[config.mk]
export PLATFORM = sky130hd
export DESIGN_NAME = utf8_stream_decoder
export DESIGN_NICKNAME = d
export VERILOG_FILES = /design/src/rtl/u8d_pkg.sv /design/src/rtl/u8d_decode.sv /design/src/rtl/u8d_res_queue.sv /design/src/rtl/utf8_stream_decoder.sv
export SDC_FILE = /design/constraint.sdc
export NUM_CORES = 1
export LEC_CHECK = 0
export ABC_AREA = 1
export BUFFER_PORTS_ARGS = -buffer_cell sky130_fd_sc_hd__buf_2
export CORE_ASPECT_RATIO = 1.5
export CORE_MARGIN = 8
export CORE_UTILIZATION = 56
export DETAILED_ROUTE_END_ITERATION = 16
export GPL_TIMING_DRIVEN = 0
export PLACE_DENSITY = 0.74
export REMOVE_ABC_BUFFERS = 1
export SYNTH_ARGS = -nofsm -noshare
export SYNTH_HDL_FRONTEND = slang
export SYNTH_SLANG_ARGS = --single-unit
[constraint.sdc]
create_clock -name clk -period 5.75 [get_ports clk]
set_input_delay 0.2875 -clock clk [delete_from_list [all_inputs] [get_ports clk]]
set_output_delay 0.2875 -clock clk [all_outputs]
set_load 0.05 [all_outputs]
[src/rtl/u8d_pkg.sv]
// ----------------------------------------------------------------------------
// u8d_pkg
// Shared types, constants and lead-byte decode for the UTF-8 stream decoder.
// ----------------------------------------------------------------------------
`default_nettype none

package u8d_pkg;

    localparam int CP_W      = 21;   // decoded code point width
    localparam int PART_W    = 15;   // partial value held between bytes
    localparam int CNT_W     = 3;    // byte count / sequence length width
    localparam int PEND_W    = 2;    // continuations still due
    localparam int QDEPTH    = 4;    // result queue slots
    localparam int QCNT_W    = 3;    // holds 0..QDEPTH
    localparam int MAX_RES   = 2;    // results one byte can cause

    // Byte classes: mask and match patterns
    localparam logic [7:0] ASCII_MASK = 8'h80;
    localparam logic [7:0] CONT_MASK  = 8'hC0;
    localparam logic [7:0] CONT_CODE  = 8'h80;
    localparam logic [7:0] LEAD2_MASK = 8'hE0;
    localparam logic [7:0] LEAD2_CODE = 8'hC0;
    localparam logic [7:0] LEAD3_MASK = 8'hF0;
    localparam logic [7:0] LEAD3_CODE = 8'hE0;
    localparam logic [7:0] LEAD4_MASK = 8'hF8;
    localparam logic [7:0] LEAD4_CODE = 8'hF0;

    // Payload masks per byte kind
    localparam logic [7:0] CONT_DATA  = 8'h3F;
    localparam logic [7:0] LEAD2_DATA = 8'h1F;
    localparam logic [7:0] LEAD3_DATA = 8'h0F;
    localparam logic [7:0] LEAD4_DATA = 8'h07;

    typedef enum logic
    {
        KIND_CHAR  = 1'b0,
        KIND_ERROR = 1'b1
    } kind_t;

    typedef struct packed
    {
        logic [CP_W-1:0]  code_point;
        kind_t            kind;
        logic [CNT_W-1:0] count;
        logic             last;
    } result_t;

    // Outcome of decoding a byte with no sequence open
    typedef struct packed
    {
        logic              emit;      // gives a result right away
        result_t           res;
        logic [PEND_W-1:0] pending;   // nonzero when a sequence opens
        logic [PART_W-1:0] partial;
        logic [CNT_W-1:0]  length;
    } lead_t;

    function automatic result_t error_result();
        result_t r;
        r.code_point = '0;
        r.kind       = KIND_ERROR;
        r.count      = '0;
        r.last       = 1'b0;
        return r;
    endfunction

    function automatic lead_t decode_lead(input logic [7:0] b);
        lead_t l;
        l.emit    = 1'b0;
        l.res     = error_result();
        l.pending = '0;
        l.partial = '0;
        l.length  = '0;
        if ((b & ASCII_MASK) == 8'h00)
        begin
            l.emit           = 1'b1;
            l.res.code_point = CP_W'(b);
            l.res.kind       = KIND_CHAR;
            l.res.count      = CNT_W'(1);
        end
        else if ((b & LEAD2_MASK) == LEAD2_CODE)
        begin
            l.pending = PEND_W'(1);
            l.partial = PART_W'(b & LEAD2_DATA);
            l.length  = CNT_W'(2);
        end
        else if ((b & LEAD3_MASK) == LEAD3_CODE)
        begin
            l.pending = PEND_W'(2);
            l.partial = PART_W'(b & LEAD3_DATA);
            l.length  = CNT_W'(3);
        end
        else if ((b & LEAD4_MASK) == LEAD4_CODE)
        begin
            l.pending = PEND_W'(3);
            l.partial = PART_W'(b & LEAD4_DATA);
            l.length  = CNT_W'(4);
        end
        else
        begin
            // stray continuation or invalid lead
            l.emit = 1'b1;
        end
        return l;
    endfunction

endpackage

`default_nettype wire

[src/rtl/u8d_decode.sv]
// ----------------------------------------------------------------------------
// u8d_decode
// Sequence state registers and the per-byte decode step. Produces up to two
// results per byte, packed from slot 0, with the final one marked last.
// ----------------------------------------------------------------------------
`default_nettype none

module u8d_decode
    import u8d_pkg::*;
(
    input  wire logic                 clk,
    input  wire logic                 rst_n,
    input  wire logic                 step,       // consume the held byte
    input  wire logic [7:0]           text_byte,
    input  wire logic                 end_of_text,
    output result_t                   res [MAX_RES],
    output logic [1:0]                res_num
);

    logic [PEND_W-1:0] pending_reg, pending_next;
    logic [PART_W-1:0] partial_reg, partial_next;
    logic [CNT_W-1:0]  length_reg,  length_next;

    lead_t             lead;
    logic [CP_W-1:0]   joined;
    logic [PEND_W-1:0] pend_dec;
    result_t           done_res;

    // Sequence state
    always_ff @(posedge clk or negedge rst_n)
    begin
        if (!rst_n)
        begin
            pending_reg <= '0;
            partial_reg <= '0;
            length_reg  <= '0;
        end
        else if (step)
        begin
            pending_reg <= pending_next;
            partial_reg <= partial_next;
            length_reg  <= length_next;
        end
    end

    assign lead     = decode_lead(text_byte);
    assign joined   = {partial_reg, text_byte[5:0] & CONT_DATA[5:0]};
    assign pend_dec = pending_reg - PEND_W'(1);

    always_comb
    begin
        done_res            = error_result();
        done_res.code_point = joined;
        done_res.kind       = KIND_CHAR;
        done_res.count      = length_reg;
    end

    // Decode step: gather results in order, then flag the last one
    always_comb
    begin
        res[0]       = error_result();
        res[1]       = error_result();
        res_num      = 2'd0;
        pending_next = pending_reg;
        partial_next = partial_reg;
        length_next  = length_reg;

        if (pending_reg != '0 && (text_byte & CONT_MASK) == CONT_CODE)
        begin
            // continuation of the open sequence
            pending_next = pend_dec;
            if (pend_dec == '0)
            begin
                res[0]       = done_res;
                res_num      = 2'd1;
                partial_next = '0;
                length_next  = '0;
            end
            else
            begin
                partial_next = joined[PART_W-1:0];
            end
        end
        else
        begin
            // broken sequence reports first, then the byte is a fresh lead
            if (pending_reg != '0)
            begin
                res[0]  = error_result();
                res_num = 2'd1;
            end
            pending_next = lead.pending;
            partial_next = lead.partial;
            length_next  = lead.length;
            if (lead.emit)
            begin
                res[res_num[0]] = lead.res;
                res_num         = res_num + 2'd1;
            end
        end

        // unfinished sequence at end of text
        if (end_of_text && pending_next != '0)
        begin
            res[res_num[0]] = error_result();
            res_num         = res_num + 2'd1;
            pending_next    = '0;
            partial_next    = '0;
            length_next     = '0;
        end

        if (res_num == 2'd1)
        begin
            res[0].last = 1'b1;
        end
        else if (res_num == 2'd2)
        begin
            res[1].last = 1'b1;
        end
    end

    // Assertions
    a_len_matches_pending: assert property (@(posedge clk) disable iff (!rst_n)
        (pending_reg != '0) |-> (length_reg > CNT_W'(pending_reg)))
        else $error("sequence length not above pending count");

    a_idle_clear: assert property (@(posedge clk) disable iff (!rst_n)
        (pending_reg == '0) |-> (length_reg == '0 && partial_reg == '0))
        else $error("state not cleared with no sequence open");

    a_res_bound: assert property (@(posedge clk) disable iff (!rst_n)
        step |-> (res_num != 2'd3))
        else $error("more than two results for one byte");

endmodule

`default_nettype wire

[src/rtl/u8d_res_queue.sv]
// ----------------------------------------------------------------------------
// u8d_res_queue
// Four-slot result queue. Takes up to two results per cycle, hands out one
// from slot 0; slots shift down on each output transfer.
// ----------------------------------------------------------------------------
`default_nettype none

module u8d_res_queue
    import u8d_pkg::*;
(
    input  wire logic        clk,
    input  wire logic        rst_n,
    input  wire result_t     push_res [MAX_RES],
    input  wire logic [1:0]  push_num,
    input  wire logic        pop,
    output result_t          head,
    output logic             not_empty,
    output logic             room_for_two
);

    result_t            slot_reg  [QDEPTH];
    result_t            slot_next [QDEPTH];
    logic [QCNT_W-1:0]  count_reg, count_next;
    logic [QCNT_W-1:0]  base;

    assign base       = count_reg - QCNT_W'(pop);
    assign count_next = base + QCNT_W'(push_num);

    // Shift on pop, then write new results behind the survivors
    always_comb
    begin
        for (int i = 0; i < QDEPTH; i++)
        begin
            if (pop && i < QDEPTH - 1)
            begin
                slot_next[i] = slot_reg[i + 1];
            end
            else
            begin
                slot_next[i] = slot_reg[i];
            end
            if (push_num != 2'd0 && base == QCNT_W'(i))
            begin
                slot_next[i] = push_res[0];
            end
            if (push_num == 2'd2 && base + QCNT_W'(1) == QCNT_W'(i))
            begin
                slot_next[i] = push_res[1];
            end
        end
    end

    // Payload slots
    always_ff @(posedge clk)
    begin
        for (int i = 0; i < QDEPTH; i++)
        begin
            slot_reg[i] <= slot_next[i];
        end
    end

    // Fill level
    always_ff @(posedge clk or negedge rst_n)
    begin
        if (!rst_n)
        begin
            count_reg <= '0;
        end
        else
        begin
            count_reg <= count_next;
        end
    end

    assign head         = slot_reg[0];
    assign not_empty    = (count_reg != '0);
    assign room_for_two = (count_reg <= QCNT_W'(QDEPTH - MAX_RES));

    // Assertions
    a_no_overflow: assert property (@(posedge clk) disable iff (!rst_n)
        count_reg <= QCNT_W'(QDEPTH))
        else $error("result queue overflow");

    a_push_has_room: assert property (@(posedge clk) disable iff (!rst_n)
        (push_num != 2'd0) |-> room_for_two)
        else $error("push into a queue without room");

    a_pop_nonempty: assert property (@(posedge clk) disable iff (!rst_n)
        pop |-> not_empty)
        else $error("pop from empty queue");

endmodule

`default_nettype wire

[src/rtl/utf8_stream_decoder.sv]
// ----------------------------------------------------------------------------
// utf8_stream_decoder
// Streaming UTF-8 decoder, one byte in per transfer, code points out.
// ----------------------------------------------------------------------------
// Takes one text byte per input transfer and sustains one byte per clock
// while the result queue has room. A byte is held in the input register, is
// decoded in a single pass against the sequence state, and its results
// (none, one or two) enter a four-slot result queue. Output is one result
// per clock while out_stall is low, so bytes that cause two results (a
// broken sequence followed by a character or an error, or by a new lead cut
// off at end of text) slow the input when the output keeps up. The input
// side stalls only while the held byte cannot be decoded because the queue
// has fewer than two free slots. Error results carry code point and byte
// count of zero; last_of_run marks the final result of each byte.
`default_nettype none

module utf8_stream_decoder
    import u8d_pkg::*;
(
    input  wire logic              clk,
    input  wire logic              rst_n,
    // byte input
    input  wire logic              in_valid,
    output logic                   in_stall,
    input  wire logic [7:0]        text_byte,
    input  wire logic              end_of_text,
    // result output
    output logic                   out_valid,
    input  wire logic              out_stall,
    output logic [CP_W-1:0]        code_point,
    output logic                   result_kind,
    output logic [CNT_W-1:0]       byte_count,
    output logic                   last_of_run
);

    logic       full_reg, full_next;
    logic [7:0] byte_reg;
    logic       eot_reg;
    logic       step;
    logic       in_xfer;
    logic       out_xfer;
    logic       room_for_two;
    result_t    res [MAX_RES];
    logic [1:0] res_num;
    result_t    head;

    assign step      = full_reg && room_for_two;
    assign in_stall  = full_reg && !room_for_two;
    assign in_xfer   = in_valid && !in_stall;
    assign out_xfer  = out_valid && !out_stall;
    assign full_next = in_xfer ? 1'b1 : (step ? 1'b0 : full_reg);

    // Input register
    always_ff @(posedge clk or negedge rst_n)
    begin
        if (!rst_n)
        begin
            full_reg <= 1'b0;
        end
        else
        begin
            full_reg <= full_next;
        end
    end

    always_ff @(posedge clk)
    begin
        if (in_xfer)
        begin
            byte_reg <= text_byte;
            eot_reg  <= end_of_text;
        end
    end

    // Decode step
    u8d_decode u_decode
    (
        .clk         (clk),
        .rst_n       (rst_n),
        .step        (step),
        .text_byte   (byte_reg),
        .end_of_text (eot_reg),
        .res         (res),
        .res_num     (res_num)
    );

    // Result queue
    u8d_res_queue u_queue
    (
        .clk          (clk),
        .rst_n        (rst_n),
        .push_res     (res),
        .push_num     (step ? res_num : 2'd0),
        .pop          (out_xfer),
        .head         (head),
        .not_empty    (out_valid),
        .room_for_two (room_for_two)
    );

    assign code_point  = head.code_point;
    assign result_kind = head.kind;
    assign byte_count  = head.count;
    assign last_of_run = head.last;

    // Assertions
    a_error_zero: assert property (@(posedge clk) disable iff (!rst_n)
        (out_valid && result_kind == KIND_ERROR) |-> (code_point == '0 && byte_count == '0))
        else $error("error result with nonzero payload");

    a_char_count: assert property (@(posedge clk) disable iff (!rst_n)
        (out_valid && result_kind == KIND_CHAR) |->
            (byte_count == CNT_W'(1) || byte_count == CNT_W'(2) ||
             byte_count == CNT_W'(3) || byte_count == CNT_W'(4)))
        else $error("character result with bad byte count");

    a_held_byte_kept: assert property (@(posedge clk) disable iff (!rst_n)
        (full_reg && !step) |=> (full_reg && $stable(byte_reg)))
        else $error("held byte lost before decode");

endmodule

`default_nettype wire

# After elaboration in Yosys (flattened, before gate mapping)
# Memory sizes are Yosys's and may differ from the RTL's.
# Cells that the tools add are included.
[word_totals]
rom_bits = 0
output_inout_bits = 28
latchBits = 0
mem_count = 1
ram_bits = 104
register_bits = 33
word_cells = 118
[memory_table]
columns = ["name", "words", "width", "rd", "rd_clocked_by_memory_dff", "write_ports", "line", "text"]
rows = [
  ["u_queue.slot_reg", 4, 26, 4, 0, 4, "u8d_res_queue.sv:21", "result_t slot_reg [QDEPTH];"],
]
[op_classes]
n_addsub = 6
shift = 0
div_mod_pow = 0
bitwise_logic = 5
multipliers = 0
n_lt_le_gt_ge = 5
eq_ne = 14
reduce_logical = 29
muxes = 51
[op_table]
columns = ["operator", "n"]
rows = [
  ["$mux 26", 17],
  ["$mux 52", 2],
  ["$mux 20", 4],
  ["$bwmux 52", 1],
  ["$demux 26 s1", 2],
  ["$and 50x50->50", 1],
  ["$not 50->50", 1],
  ["$mux 15", 3],
  ["$logic_and 1x1->1", 16],
  ["$mux 2", 7],
  ["$eq 3x2->1 const B", 4],
  ["$mux 12", 1],
  ["$mux 1", 11],
  ["$mux 3", 3],
  ["$logic_not 8->1", 1],
  ["$reduce_bool 2->1", 4],
  ["$eq 2x2->1 const B", 3],
  ["$eq 3x1->1 const B", 2],
  ["$logic_not 3->1", 2],
  ["$eq 5x5->1 const B", 1],
  ["$add 2x1->2 const B", 2],
  ["$eq 4x4->1 const B", 1],
  ["$ge 2x2->1 const B", 2],
  ["$lt 2x1->1 const B", 2],
  ["other kinds (14)", 17],
]

# Depth between registers and ports, before layout
# Gate-level depths: netlist of run 1.
[logic_depth]
depth_word = 18
depth_mapped = 16
mapped_depth_nobuf = 16

# Modules after synthesis
# A second synthesis of run 1 with hierarchy kept.
[hier_totals]
hier_cells = 968
hier_area_um2 = 7878.8
[by_module_without_submodules]
columns = ["mod", "area_each_um2", "cells_each", "seq_area_each_um2", "n_inst"]
rows = [
  ["u8d_res_queue", 6032.0, 736, 3198.1, 1],
  ["u8d_decode", 1496.4, 208, 500.5, 1],
  ["utf8_stream_decoder", 350.3, 24, 295.3, 1],
]

# Least setup slack after synthesis of run 1
# OpenSTA, ideal clock, no wires.
[synth_path]
path_type = "flip-flop to flip-flop"
from = "reg u_queue.count_reg[2] (netlist name)"
to = "mem u_queue.slot_reg[0][0] (netlist bit) (enable)"
arrival_time_ns = 3.409
path_stages_with_launch = 13
slack_ns = 1.954
synth_period_minus_slack_ns = 3.796
required_ns = 5.363
setup_ns = 0.387
cell_sequence = "dfrtp_1 nor2_1 a21oi_1 ha_1 ha_1 xor2_1 inv_1 ha_1 inv_1 nor3_1 nand2_1 buf_2 nand3_1"
[synth_rtl]
columns = ["element", "line"]
rows = [
  ["to (decl)", "u8d_res_queue.sv:21"],
]

==> results of run 1 <==
## critical path, delay by kind of cell (launching register included)
family                     cells  cell delay, ns
DFF                            1            0.40
buffers and inverters          2            0.20
adders and majority gates      3            0.78
xor gates and xnor gates       1            0.52
AOI/OAI and AO/OA              1            0.11
and+or+nand+nor                4            2.62
## report_power, final
part           internal, mW  total, mW  switching, mW
clock                 0.646       1.08          0.437
combinational         0.474       2.02           1.55
sequential             1.61       1.72          0.104
## repair_timing
item	CTS	global route
hold endpoints to repair	24	0
resized for setup	0	1
setup endpoints to repair	0	26
hold buffers	1	0
## kinds of logic (layout without fill, tap and decap cells)
group / after synthesis / count (layout)
AO/OA/AOI/OAI: 120 / 120
AND/OR/NAND/NOR: 339 / 339
XOR/XNOR: 2 / 2
flip-flops: 137 / 137
adder cells (fa/ha/maj): 8 / 8
buffers and inverters: 133 / 172
## path summary, 6_finish.rpt
kind / end / slack, ns / depth (start not counted)
worst max-delay path: u_queue.slot_reg[0][0] / 0.73 / 11
worst min-delay path: byte_reg[0] / 0.05 / 1
worst max register to register: u_queue.slot_reg[0][0] / 0.73 / 11
worst min register to register: u_queue.slot_reg[0][0] / 0.54 / 2
max in group asynchronous: u_decode.partial_reg[13] / 4.98 / 2
min in group asynchronous: u_queue.count_reg[0] / 0.40 / 2
## metrics by stage
step / setup slack [ns] / std cells / power, mW / hold slack, ns
floorplan: 1.54 / 703 / 3.23 / -0.00809
global placement: 0.508 / 896 / 3.64 / 0.296
detailed placement: 0.488 / 898 / 3.74 / 0.311
CTS: 0.452 / 931 / 4.82 / 0.0376
global route: 0.260 / 931 / 5.10 / 0.0325
finish: 0.731 / 931 / 4.82 / 0.0463
## layout by cell type, fill, tap and decap left out, types with 4 or more instances in the layout
cell type / netlist / layout
sky130_fd_sc_hd__inv_1: 93 / 93
sky130_fd_sc_hd__clkinv_4: 0 / 4
sky130_fd_sc_hd__nor2_2: 3 / 5
sky130_fd_sc_hd__a21oi_1: 43 / 43
sky130_fd_sc_hd__o32ai_1: 4 / 4
sky130_fd_sc_hd__nor2_1: 94 / 92
sky130_fd_sc_hd__inv_6: 0 / 5
sky130_fd_sc_hd__clkbuf_16: 0 / 17
sky130_fd_sc_hd__ha_1: 7 / 7
sky130_fd_sc_hd__o21ai_0: 35 / 35
sky130_fd_sc_hd__o22ai_1: 11 / 11
sky130_fd_sc_hd__nand3_1: 100 / 99
sky130_fd_sc_hd__dfrtp_1: 24 / 24
sky130_fd_sc_hd__a21boi_0: 14 / 14
sky130_fd_sc_hd__o21ai_1: 9 / 9
sky130_fd_sc_hd__nand2_1: 121 / 121
sky130_fd_sc_hd__buf_2: 14 / 40
sky130_fd_sc_hd__edfxtp_1: 113 / 113
sky130_fd_sc_hd__nand2_4: 4 / 4
## layout make-up
class / count / share of cell area [%]
Inverter: 97 / 4.73
Tap cell: 153 / 2.49
Multi-Input combinational cell: 469 / 30.1
Clock buffer: 17 / 5.53
Timing Repair Buffer: 43 / 3.07
Sequential cell: 137 / 51.9
Clock inverter: 15 / 2.16
## routing by layer
metal	GRT usage (%)	vias up
li1	-	2537
met1	20.8	2392
met2	31.0	182
met3	4.30	22
met4	6.71	0
met5	0	-
==> impl_table.tex, run 1 <==
\begin{tabular}{lr}
\hline
Metric & Value \\
\hline
\multicolumn{2}{l}{\textbf{Logic synthesis}} \\
\quad Dominant combinational cell family by area after synthesis & simple AND/OR/NAND/NOR gates \\
\quad Number of synthesized flops with an enable pin & 113 \\
\quad Post-Synthesis Cell Area & 6850 um\^{}2 \\
\quad Synth area leaders & sky130\_fd\_sc\_hd\_\_edfxtp\_1 (50\%), sky130\_fd\_sc\_hd\_\_dfrtp\_1 (8.8\%), sky130\_fd\_sc\_hd\_\_nand3\_1 (7.3\%) \\
\quad Synthesized-area fraction occupied by ao, oa, aoi and oai cells & 9.87\% \\
\quad Simple-gate share of the synthesized area & 22.0\% \\
\quad Cell variety after synth & 38 \\
\quad Post-synth top flop & sky130\_fd\_sc\_hd\_\_edfxtp\_1 \\
\quad YS warnings & 0 \\
\quad Fraction of synthesized cell area taken by the top area cell type & 49.6\% \\
\quad Ys async rst share & 17.5\% \\
\quad Most frequent cell after synthesis & sky130\_fd\_sc\_hd\_\_nand2\_1 \\
\quad Adder-Cell Fraction of Synth Area & 1.57\% \\
\quad Mux share of post-synthesis cell area & 0\% \\
\quad Synth cell count leaders & sky130\_fd\_sc\_hd\_\_nand2\_1 (121), sky130\_fd\_sc\_hd\_\_edfxtp\_1 (113), sky130\_fd\_sc\_hd\_\_nand3\_1 (100), sky130\_fd\_sc\_hd\_\_nor2\_1 (94), sky130\_fd\_sc\_hd\_\_inv\_1 (93) \\
\quad Count of state elements after synthesis & 137 \\
\quad Cell count after synthesis & 739 \\
\quad Cell type with the largest total area after synthesis & sky130\_fd\_sc\_hd\_\_edfxtp\_1 \\
\quad Xor/xnor share of the synthesized area & 0.256\% \\
\quad Proportion of synthesized chip area in sequential cells & 58.3\% \\
\quad Mean Syn Cell Area & 9.27 um\^{}2 \\
\multicolumn{2}{l}{\textbf{Floorplanning}} \\
\quad IO Pins & 41 \\
\quad X dimension of the die & 106 um \\
\quad Effective utilization at floorplan & 57.3\% \\
\quad Core Area & 12,000 um\^{}2 \\
\quad Height of the die & 151 um \\
\quad Floorplan row count & 49 \\
\quad Die Footprint & 16,100 um\^{}2 \\
\multicolumn{2}{l}{\textbf{STA}} \\
\quad Transition time at the pin with the least slew margin & 1.23 ns \\
\quad Clk\_skew & 0.00650 ns \\
\quad Worst slew margin & 17.4\% \\
\quad Setup TNS & 0 ns \\
\quad Count of final setup violators & 0 \\
\quad Total count of max-transition violations in the final report & 0 \\
\quad Unrepaired setup endpoints after global routing & no \\
\quad Final period utilization & 87.3\% \\
\quad Hold violation count in the final report & 0 \\
\quad Min Clock Period, post-route & 5.02 ns \\
\quad Max Fclk & 0.199 GHz \\
\multicolumn{2}{l}{\textbf{Hold path}} \\
\quad Path category of the worst min-delay check & input port to flip-flop \\
\quad Worst Min Path Start & text\_byte[0] \\
\multicolumn{2}{l}{\textbf{Detailed routing}} \\
\quad Vias & 5,133 \\
\quad Residual antenna-violating net count after detailed routing & 0 \\
\quad WL met2 & 7220 um \\
\quad Number of search-and-repair iterations in the first detailed-routing pass & 5 \\
\quad Final routed wirelength across all metal layers & 14,100 um \\
\quad Iter 0 DRT Violations & 488 \\
\quad Wire length the detailed router placed on met1 & 5780 um \\
\quad DR WL met3 & 907 um \\
\quad Routed wire length per instance & 15.2 um \\
\quad Ratio of routed vias to standard cells & 5.51 \\
\quad Highest routing layer actually used & met4 \\
\quad Number of remaining DRC errors & 0 \\
\multicolumn{2}{l}{\textbf{Critical path}} \\
\quad Top cell by count, worst path & sky130\_fd\_sc\_hd\_\_ha\_1 \\
\quad Max Fanout on Critical Path & 27 \\
\quad Worst path arrival time & 5.07 ns \\
\quad Biggest cell delay along the critical path & 0.94 ns \\
\quad Launching instance or port of the critical path & u\_queue.count\_reg[2] \\
\quad Cells along the critical path & nor2\_1 > a21oi\_1 > ha\_1 > ha\_1 > xor2\_1 > inv\_1 > ha\_1 > inv\_1 > nor3\_1 > nand2\_1 > nand3\_2 \\
\quad Startpoint Class & flip-flop \\
\quad Critical path's slowest cell & sky130\_fd\_sc\_hd\_\_nor3\_1 \\
\quad Beginning of the worst register-to-register path & u\_queue.count\_reg[2] \\
\quad Endpoint class of the critical path & flip-flop \\
\quad Crit path kind & flip-flop to flip-flop \\
\quad Required time of the critical path & 5.80 ns \\
\multicolumn{2}{l}{\textbf{Global route}} \\
\quad Vias in the first global route & 4,763 \\
\quad Leftover overflow at the end of global routing & 0 \\
\quad Pin count of the biggest net entering global routing & 80 \\
\quad Initial antenna violation count & 0 \\
\quad First-pass GRT wire length & 23,000 um \\
\quad Global-route usage over all layers & 17.8\% \\
\multicolumn{2}{l}{\textbf{Power}} \\
\quad Leakage Power & 3.29 nW \\
\quad Max IR drop VDD & 0.571 mV \\
\quad Power per Cell Area & 626 nW/um\^{}2 \\
\multicolumn{2}{l}{\textbf{Clock network}} \\
\quad Number of H-tree levels & 4 \\
\quad Number of buffers inserted during clock tree synthesis & 17 \\
\quad Clk pin slew, worst setup/hold paths & 0.06 ns \\
\quad Buffer type at the clock tree root & sky130\_fd\_sc\_hd\_\_clkbuf\_16 \\
\quad Clk Latency, worst-skew pair & 0.41 ns \\
\quad TritonCTS clock tree & built \\
\quad Setup fix buffers added after clock tree synthesis & 0 \\
\quad Total clock sinks & 137 \\
\quad Clock Path Buffers & 2 \\
\multicolumn{2}{l}{\textbf{Layout}} \\
\quad Total area of multi-input combinational cells & 2320 um\^{}2 \\
\quad Final core occ & 64.4\% \\
\quad Final standard cell area without fillers & 7700 um\^{}2 \\
\quad Area taken by flip-flops and latches & 3990 um\^{}2 \\
\quad Synthesis-to-finish area growth & 12.4\% \\
\quad Ant diodes & 0 \\
\quad Fraction of final layout cells sized beyond drive strength 1 & 12.5\% \\
\quad Flip-flop count of the largest register, all copies and words added & 104 \\
\quad NumNets Final & 786 \\
\quad Count of filler cells inserted in the layout & 981 \\
\multicolumn{2}{l}{\textbf{Placed design}} \\
\quad Final HPWL DP & 10,100 um \\
\quad Global placer's final weighted congestion & 0.920 \\
\quad Placement Cell Area & 7090 um\^{}2 \\
\quad Number of buffers added on ports & 40 \\
\multicolumn{2}{l}{\textbf{Run status}} \\
\quad Outcome & complete, no violations \\
\multicolumn{2}{l}{\textbf{Run}} \\
\quad Maximum capacitance violations & 0 \\
\hline
\end{tabular}
Power figures use the tool's default switching activity.
==> run 2: changes to the inputs <==
- ABC_AREA: 1 -> unset
==> run 2 against run 1 <==
Global-route usage up 1.0 points. Area after synthesis down 2.0%. Clock skew down 0.0019 ns. Sequential cell count unchanged. Via count down 18%. Clock power up 6%. Die area down 1.8%. Core utilization about the same. Combinational power down 10%. Critical endpoint is now u_queue.slot_reg[3][13]. Cell area down 1.0%. Critical path type unchanged. Highest routed layer unchanged. Largest cell class unchanged. Register-to-register slack better by 0.14 ns. Critical path depth unchanged. Largest power group unchanged.
==> impl_table.tex, run 2 <==
\begin{tabular}{lr}
\hline
Metric & Value \\
\hline
\multicolumn{2}{l}{\textbf{STA}} \\
\quad Hold violation count in the final report & 0 (unchanged) \\
\quad Hold Worst Slack & 0.0452 ns (-0.00112 ns) \\
\quad Max Fclk & 0.205 GHz (+2.9\%) \\
\quad Final period utilization & 84.8\% (-2.5 points) \\
\quad Min Clock Period, post-route & 4.88 ns (-0.143 ns) \\
\quad Setup TNS & 0 ns (unchanged) \\
\quad Worst slew margin & 18.9\% (+1.4 points) \\
\quad Count of final setup violators & 0 (unchanged) \\
\quad Unrepaired setup endpoints after global routing & no \\
\quad Transition time at the pin with the least slew margin & 1.21 ns (-0.0150 ns) \\
\quad Total count of max-transition violations in the final report & 0 (unchanged) \\
\quad Clk\_skew & 0.00456 ns (-0.00194 ns) \\
\multicolumn{2}{l}{\textbf{Critical path}} \\
\quad Critical path's slowest cell & sky130\_fd\_sc\_hd\_\_nand2\_1 \\
\quad Top cell by count, worst path & sky130\_fd\_sc\_hd\_\_ha\_1 \\
\quad Biggest cell delay along the critical path & 1.00 ns (+0.06 ns) \\
\quad Number of buffers and inverters on the critical path & 1 (-1) \\
\quad Family of cells with the greatest summed delay on the critical path & simple AND/OR/NAND/NOR gates \\
\quad Crit path kind & flip-flop to flip-flop \\
\quad Required time of the critical path & 5.78 ns (-0.02 ns) \\
\quad Cells along the critical path & or3\_1 > nand2b\_1 > inv\_1 > ha\_1 > ha\_1 > nor2\_1 > ha\_1 > nand4\_1 > mux2i\_4 > nand2\_2 > nand2\_1 \\
\quad Endpoint class of the critical path & flip-flop \\
\quad Worst path arrival time & 4.90 ns (-0.17 ns) \\
\quad Max Fanout on Critical Path & 26 (-3.7\%) \\
\quad Startpoint Class & flip-flop \\
\multicolumn{2}{l}{\textbf{Clock network}} \\
\quad Number of gates resized after cts & 0 (unchanged) \\
\quad Clk Latency, worst-skew pair & 0.41 ns (about the same) \\
\quad Number of H-tree levels & 4 (unchanged) \\
\quad Clock Path Buffers & 2 (unchanged) \\
\quad Total clock sinks & 137 (unchanged) \\
\quad Post-cts hold buffer count & 1 (unchanged) \\
\quad Buffer type at the clock tree root & sky130\_fd\_sc\_hd\_\_clkbuf\_16 \\
\quad Clk pin slew, worst setup/hold paths & 0.06 ns (about the same) \\
\quad TritonCTS clock tree & built \\
\quad Setup fix buffers added after clock tree synthesis & 0 (unchanged) \\
\quad Number of buffers inserted during clock tree synthesis & 17 (unchanged) \\
\multicolumn{2}{l}{\textbf{Power}} \\
\quad Max IR drop VDD & 0.432 mV (-24\%) \\
\quad Power per Cell Area & 617 nW/um\^{}2 (-1.5\%) \\
\quad Leakage Power & 2.84 nW (-13\%) \\
\quad Total power draw & 4.70 mW (-2.6\%) \\
\multicolumn{2}{l}{\textbf{Detailed routing}} \\
\quad Vias & 4,234 (-18\%) \\
\quad Iter 0 DRT Violations & 239 (-51\%) \\
\quad Routed wire length per instance & 19.3 um (+27\%) \\
\quad Number of remaining DRC errors & 0 (unchanged) \\
\quad Ratio of routed vias to standard cells & 5.85 (+6.1\%) \\
\quad Residual antenna-violating net count after detailed routing & 0 (unchanged) \\
\quad Final routed wirelength across all metal layers & 14,000 um (-1.0\%) \\
\quad Number of search-and-repair iterations in the first detailed-routing pass & 6 (+1) \\
\multicolumn{2}{l}{\textbf{Logic synthesis}} \\
\quad Synth area leaders & sky130\_fd\_sc\_hd\_\_edfxtp\_1 (51\%), sky130\_fd\_sc\_hd\_\_dfrtp\_1 (9.0\%), sky130\_fd\_sc\_hd\_\_mux2i\_1 (7.9\%) \\
\quad Ys async rst share & 17.5\% (unchanged) \\
\quad Cell variety after synth & 68 (+79\%) \\
\quad Number of synthesized flops with an enable pin & 113 (unchanged) \\
\quad Proportion of synthesized chip area in sequential cells & 59.5\% (+1.2 points) \\
\quad YS warnings & 0 (unchanged) \\
\quad Mean Syn Cell Area & 13.0 um\^{}2 (+40\%) \\
\quad Cell count after synthesis & 518 (-30\%) \\
\quad Count of state elements after synthesis & 137 (unchanged) \\
\quad Most frequent cell after synthesis & sky130\_fd\_sc\_hd\_\_edfxtp\_1 \\
\quad Post-Synthesis Cell Area & 6710 um\^{}2 (-2.0\%) \\
\quad Synth cell count leaders & sky130\_fd\_sc\_hd\_\_edfxtp\_1 (113), sky130\_fd\_sc\_hd\_\_nor2\_1 (63), sky130\_fd\_sc\_hd\_\_mux2i\_1 (53), sky130\_fd\_sc\_hd\_\_nand2\_1 (35), sky130\_fd\_sc\_hd\_\_and2\_1 (34) \\
\quad Fraction of synthesized cell area taken by the top area cell type & 50.6\% (+1.0 points) \\
\quad Cell type with the largest total area after synthesis & sky130\_fd\_sc\_hd\_\_edfxtp\_1 \\
\quad Post-synth top flop & sky130\_fd\_sc\_hd\_\_edfxtp\_1 \\
\multicolumn{2}{l}{\textbf{Placed design}} \\
\quad Global placer's final weighted congestion & 0.914 (-0.61\%) \\
\quad Number of buffers added on ports & 40 (unchanged) \\
\quad Final HPWL DP & 9510 um (-5.8\%) \\
\quad Placement Cell Area & 6990 um\^{}2 (-1.5\%) \\
\multicolumn{2}{l}{\textbf{Floorplanning}} \\
\quad Floorplan row count & 49 (unchanged) \\
\quad X dimension of the die & 105 um (-0.87\%) \\
\quad Height of the die & 150 um (-0.91\%) \\
\quad Effective utilization at floorplan & 56.7\% (-0.58 points) \\
\quad Die Footprint & 15,800 um\^{}2 (-1.8\%) \\
\quad Core Area & 11,800 um\^{}2 (-1.0\%) \\
\quad IO Pins & 41 (unchanged) \\
\multicolumn{2}{l}{\textbf{Layout}} \\
\quad NumNets Final & 579 (-26\%) \\
\quad Final standard cell area without fillers & 7620 um\^{}2 (-1.0\%) \\
\quad Fraction of final layout cells sized beyond drive strength 1 & 18.9\% (+6.4 points) \\
\quad Flip-flop count of the largest register, all copies and words added & 104 (unchanged) \\
\quad Ant diodes & 0 (unchanged) \\
\quad Most frequent cells in the layout & sky130\_fd\_sc\_hd\_\_edfxtp\_1 (113), sky130\_fd\_sc\_hd\_\_nor2\_1 (63), sky130\_fd\_sc\_hd\_\_mux2i\_1 (53) \\
\quad Final core occ & 64.4\% (about the same) \\
\quad Synthesis-to-finish area growth & 13.6\% \\
\quad Most frequent standard cell in the layout excluding fill and tap cells & sky130\_fd\_sc\_hd\_\_edfxtp\_1 \\
\multicolumn{2}{l}{\textbf{Hold path}} \\
\quad Path category of the worst min-delay check & input port to flip-flop \\
\multicolumn{2}{l}{\textbf{Global route}} \\
\quad Global-route usage over all layers & 18.9\% (+1.0 points) \\
\quad Vias in the first global route & 4,452 (-6.5\%) \\
\quad Initial antenna violation count & 0 (unchanged) \\
\quad Pin count of the biggest net entering global routing & 27 (-66\%) \\
\quad First-pass GRT wire length & 23,000 um (about the same) \\
\quad Leftover overflow at the end of global routing & 0 (unchanged) \\
\multicolumn{2}{l}{\textbf{Run}} \\
\quad Maximum capacitance violations & 0 (unchanged) \\
\multicolumn{2}{l}{\textbf{Run status}} \\
\quad Outcome & complete, no violations \\
\hline
\end{tabular}
[run 2: changes by cell type after synthesis, moves of 9 or more]
cell and delta:
sky130_fd_sc_hd__a21boi_0 -14, sky130_fd_sc_hd__a21oi_1 -29, sky130_fd_sc_hd__a22o_1 +29, sky130_fd_sc_hd__and2_1 +33, sky130_fd_sc_hd__buf_2 -9, sky130_fd_sc_hd__inv_1 -76, sky130_fd_sc_hd__mux2i_1 +53, sky130_fd_sc_hd__nand2_1 -86
sky130_fd_sc_hd__nand3_1 -94, sky130_fd_sc_hd__nor2_1 -31, sky130_fd_sc_hd__o21ai_0 -34
[run 2: kinds of logic (layout without fill, tap and decap cells)]
family / Yosys count / after routing / synth area share, %
buffers and inverters: 44 / 97 / 3.80
adders and majority gates: 8 / 8 / 1.60
DFF: 137 / 137 / 59.5
and+or+nand+nor: 181 / 181 / 14.5
xor gates and xnor gates: 4 / 4 / 0.522
muxes: 58 / 58 / 8.97
AOI/OAI and AO/OA: 86 / 86 / 11.0
[run 2: area by class of cell]
class | instances | area [um^2]
well taps | 153 | 191
fillers | 868 | 4210
inverters | 19 | 71.3
multi-input cells | 337 | 2470
clock inverters | 15 | 198
repair buffers | 46 | 270
flip-flops and latches | 137 | 3990
clock buffers | 17 | 425
[run 2: worst reg2reg max path: stages, from the launching register on]
cell and delay, ns:
sky130_fd_sc_hd__dfrtp_1 0.39, sky130_fd_sc_hd__or3_1 0.41, sky130_fd_sc_hd__nand2b_1 0.28, sky130_fd_sc_hd__inv_1 0.08, sky130_fd_sc_hd__ha_1 0.21, sky130_fd_sc_hd__ha_1 0.39, sky130_fd_sc_hd__nor2_1 0.47, sky130_fd_sc_hd__ha_1 0.22
sky130_fd_sc_hd__nand4_1 0.17, sky130_fd_sc_hd__mux2i_4 0.46, sky130_fd_sc_hd__nand2_2 0.39, sky130_fd_sc_hd__nand2_1 1.01
[run 2: path summary, 6_finish.rpt]
kind	slack (ns)	cells after the start	startpoint	end
setup / recovery	0.87	11	u_queue.count_reg[2]	u_queue.slot_reg[3][13]
hold / removal	0.05	1	text_byte[7]	byte_reg[7]
setup reg to reg	0.87	11	u_queue.count_reg[2]	u_queue.slot_reg[3][13]
hold reg to reg	0.49	2	u_decode.partial_reg[3]	u_decode.partial_reg[3]
max in group asynchronous	4.95	2	rst_n	u_decode.partial_reg[11]
min in group asynchronous	0.42	2	rst_n	full_reg
[run 2: metrics by stage]
stage | cells | setup WS [ns]
detailed placement | 691 | 0.887
CTS | 724 | 0.851
global route | 724 | 0.654
finish | 724 | 0.874
floorplan | 493 | 0.681
global placement | 686 | -0.541
[run 2: metal layers]
layer  up-vias  wire length (um)  track usage [%]
li1       2002                 -                -
met1      2103              5400             19.4
met2        95              7610             35.0
met3        34               531             4.22
met4         0               450             9.32
met5         -                 0                0
[run 2: power by group]
part / leakage, nW / total, mW / switching (mW) / internal (mW)
clock network: 0.301 / 1.14 / 0.418 / 0.726
registers: 1.41 / 1.75 / 0.145 / 1.60
logic: 1.14 / 1.81 / 1.25 / 0.552
total: 2.84 / 4.70 / 1.82 / 2.88
==> run 3: changes to the inputs <==
- CORE_UTILIZATION: 56 -> 55
- PLACE_DENSITY: 0.74 -> 0.76
- clock period: 5.75 -> 4.35 ns (I/O delays scaled with it)
==> run 3 against run 2 <==
Routed wire length rose by 2.3%. Core utilization rose by 1.1 points. Global-route usage fell by 0.65 points. Sequential power rose by 31%. Largest power group unchanged.
==> impl_table.tex, run 3 (synthesized netlist as in run 2, its figures left out) <==
\begin{tabular}{lr}
\hline
Metric & Value \\
\hline
\multicolumn{2}{l}{\textbf{Run status}} \\
\quad Outcome & complete, no violations \\
\multicolumn{2}{l}{\textbf{Clock network}} \\
\quad Number of buffers inserted during clock tree synthesis & 17 (unchanged) \\
\quad Clk pin slew, worst setup/hold paths & 0.06 ns (about the same) \\
\quad Number of H-tree levels & 4 (unchanged) \\
\quad Total clock sinks & 137 (unchanged) \\
\quad Clock Path Buffers & 2 (unchanged) \\
\quad TritonCTS clock tree & built \\
\quad Buffer type at the clock tree root & sky130\_fd\_sc\_hd\_\_clkbuf\_16 \\
\quad Clk Latency, worst-skew pair & 0.41 ns (about the same) \\
\multicolumn{2}{l}{\textbf{Placed design}} \\
\quad Number of buffers added on ports & 40 (unchanged) \\
\quad Post-placement worst setup slack & -0.484 ns (-1.37 ns) \\
\quad Final HPWL DP & 9570 um (+0.61\%) \\
\quad Global placer's final weighted congestion & 0.900 (-1.5\%) \\
\multicolumn{2}{l}{\textbf{Floorplanning}} \\
\quad Core Area & 12,000 um\^{}2 (+1.0\%) \\
\quad X dimension of the die & 106 um (+0.76\%) \\
\quad Effective utilization at floorplan & 56.1\% (-0.58 points) \\
\quad Die Footprint & 16,100 um\^{}2 (+1.6\%) \\
\quad Height of the die & 151 um (+0.81\%) \\
\quad Floorplan row count & 49 (unchanged) \\
\quad IO Pins & 41 (unchanged) \\
\multicolumn{2}{l}{\textbf{Critical path}} \\
\quad Worst path arrival time & 4.41 ns (-0.49 ns) \\
\quad Required time of the critical path & 4.51 ns (-1.27 ns) \\
\quad Crit path kind & flip-flop to flip-flop \\
\quad Endpoint class of the critical path & flip-flop \\
\quad Max Fanout on Critical Path & 20 (-23\%) \\
\quad Startpoint Class & flip-flop \\
\quad Depth of the most critical reg-to-reg path & 11 (unchanged) \\
\multicolumn{2}{l}{\textbf{Detailed routing}} \\
\quad Vias & 4,375 (+3.3\%) \\
\quad Ratio of routed vias to standard cells & 5.90 (+0.82\%) \\
\quad Residual antenna-violating net count after detailed routing & 0 (unchanged) \\
\quad Final routed wirelength across all metal layers & 14,300 um (+2.3\%) \\
\quad Number of search-and-repair iterations in the first detailed-routing pass & 5 (-1) \\
\quad Iter 0 DRT Violations & 283 (+18\%) \\
\quad Routed wire length per instance & 19.3 um (-0.23\%) \\
\quad Number of remaining DRC errors & 0 (unchanged) \\
\multicolumn{2}{l}{\textbf{Global route}} \\
\quad Leftover overflow at the end of global routing & 0 (unchanged) \\
\quad Global-route usage over all layers & 18.2\% (-0.65 points) \\
\quad Initial antenna violation count & 0 (unchanged) \\
\quad Pin count of the biggest net entering global routing & 27 (unchanged) \\
\quad Vias in the first global route & 4,389 (-1.4\%) \\
\quad First-pass GRT wire length & 22,200 um (-3.4\%) \\
\multicolumn{2}{l}{\textbf{STA}} \\
\quad Final period utilization & 97.7\% (+13 points) \\
\quad Setup TNS & 0 ns (unchanged) \\
\quad Final setup slack of the worst path & 0.0994 ns (-0.775 ns) \\
\quad Worst slew margin & 40.1\% (+21 points) \\
\quad Count of final setup violators & 0 (unchanged) \\
\quad Min Clock Period, post-route & 4.25 ns (-0.625 ns) \\
\quad Clk\_skew & 0.00521 ns (+0.000647 ns) \\
\quad Total count of max-transition violations in the final report & 0 (unchanged) \\
\quad Hold violation count in the final report & 0 (unchanged) \\
\quad Max Fclk & 0.235 GHz (+15\%) \\
\quad Transition time at the pin with the least slew margin & 0.898 ns (-0.316 ns) \\
\multicolumn{2}{l}{\textbf{Run}} \\
\quad Maximum capacitance violations & 0 (unchanged) \\
\multicolumn{2}{l}{\textbf{Power}} \\
\quad Total power draw & 6.31 mW (+34\%) \\
\quad Leakage Power & 2.94 nW (+3.6\%) \\
\quad Power per Cell Area & 806 nW/um\^{}2 (+31\%) \\
\quad Max IR drop VDD & 0.528 mV (+22\%) \\
\multicolumn{2}{l}{\textbf{Layout}} \\
\quad Most frequent standard cell in the layout excluding fill and tap cells & sky130\_fd\_sc\_hd\_\_edfxtp\_1 \\
\quad NumNets Final & 599 (+3.5\%) \\
\quad Flip-flop count of the largest register, all copies and words added & 104 (unchanged) \\
\quad Ant diodes & 0 (unchanged) \\
\quad Synthesis-to-finish area growth & 16.6\% \\
\quad Fraction of final layout cells sized beyond drive strength 1 & 20.5\% (+1.6 points) \\
\quad Most frequent cells in the layout & sky130\_fd\_sc\_hd\_\_edfxtp\_1 (113), sky130\_fd\_sc\_hd\_\_nor2\_1 (62), sky130\_fd\_sc\_hd\_\_mux2i\_1 (53) \\
\multicolumn{2}{l}{\textbf{Hold path}} \\
\quad Path category of the worst min-delay check & input port to asynchronous set/reset pin \\
\hline
\end{tabular}
## run 3: power breakdown
group          internal, mW  switching (mW)
registers              2.11           0.195
clock network          1.01           0.531
logic                 0.773            1.69
## run 3: through the flow
step	hold WS, ns	std cells	instance area (um^2)	util, %
2_1_floorplan	-0.0781	493	6530	-
3_3_place_gp	0.245	686	6920	57.9
3_5_place_dp	0.247	689	6960	58.2
4_1_cts	0.341	730	7700	64.4
5_1_grt	0.366	742	7820	65.4
6_report	0.322	742	7820	65.4
## run 3: what timing repair did
action / in CTS / in global routing
setup buffers: 0 / 12
pin swaps: 0 / 4
endpoints found under the hold margin: 34 / 0
hold buffers: 11 / 0
setup endpoints to repair: 104 / 109
gates resized for setup: 2 / 7
## run 3: per-layer routing
| layer | track usage (%) | share of wire, % | up-vias |
|---|---|---|---|
| met1 | 17.0 | 35 | 2131 |
| li1 | - | - | 2045 |
| met3 | 4.56 | 5.5 | 53 |
| met2 | 35.0 | 54 | 146 |
| met4 | 10.2 | 5.1 | 0 |
| met5 | 0 | 0 | - |
## run 3: layout make-up
type                       instances  area, um^2
inverter                          19        71.3
clock buffer                      17         425
clock inverter                    13         203
fill                             881        4130
multi-input combinational        337        2500
tap                              153         191
timing repair buffer              66         434
sequential                       137        3990
## run 3: final timing paths
path / startpoint / endpoint / slack [ns]
min in group clk: u_decode.partial_reg[3] / u_decode.partial_reg[3] / 0.49
setup / recovery: u_queue.count_reg[2] / u_queue.slot_reg[3][11] / 0.1
setup reg to reg: u_queue.count_reg[2] / u_queue.slot_reg[3][11] / 0.1
max in group asynchronous: rst_n / u_decode.partial_reg[8] / 3.65
hold reg to reg: u_decode.partial_reg[3] / u_decode.partial_reg[3] / 0.49
hold / removal: rst_n / u_decode.length_reg[1] / 0.32
## run 3: worst max-delay path, stage by stage, from the launching register on
cell and delay (ns):
sky130_fd_sc_hd__dfrtp_1 0.40, sky130_fd_sc_hd__or3_1 0.43, sky130_fd_sc_hd__nand2b_1 0.37, sky130_fd_sc_hd__inv_1 0.09, sky130_fd_sc_hd__ha_1 0.21, sky130_fd_sc_hd__ha_1 0.39
sky130_fd_sc_hd__nor2_2 0.35, sky130_fd_sc_hd__ha_1 0.20, sky130_fd_sc_hd__o211ai_1 0.15, sky130_fd_sc_hd__mux2i_4 0.49, sky130_fd_sc_hd__nand2_2 0.43, sky130_fd_sc_hd__a311o_1 0.48
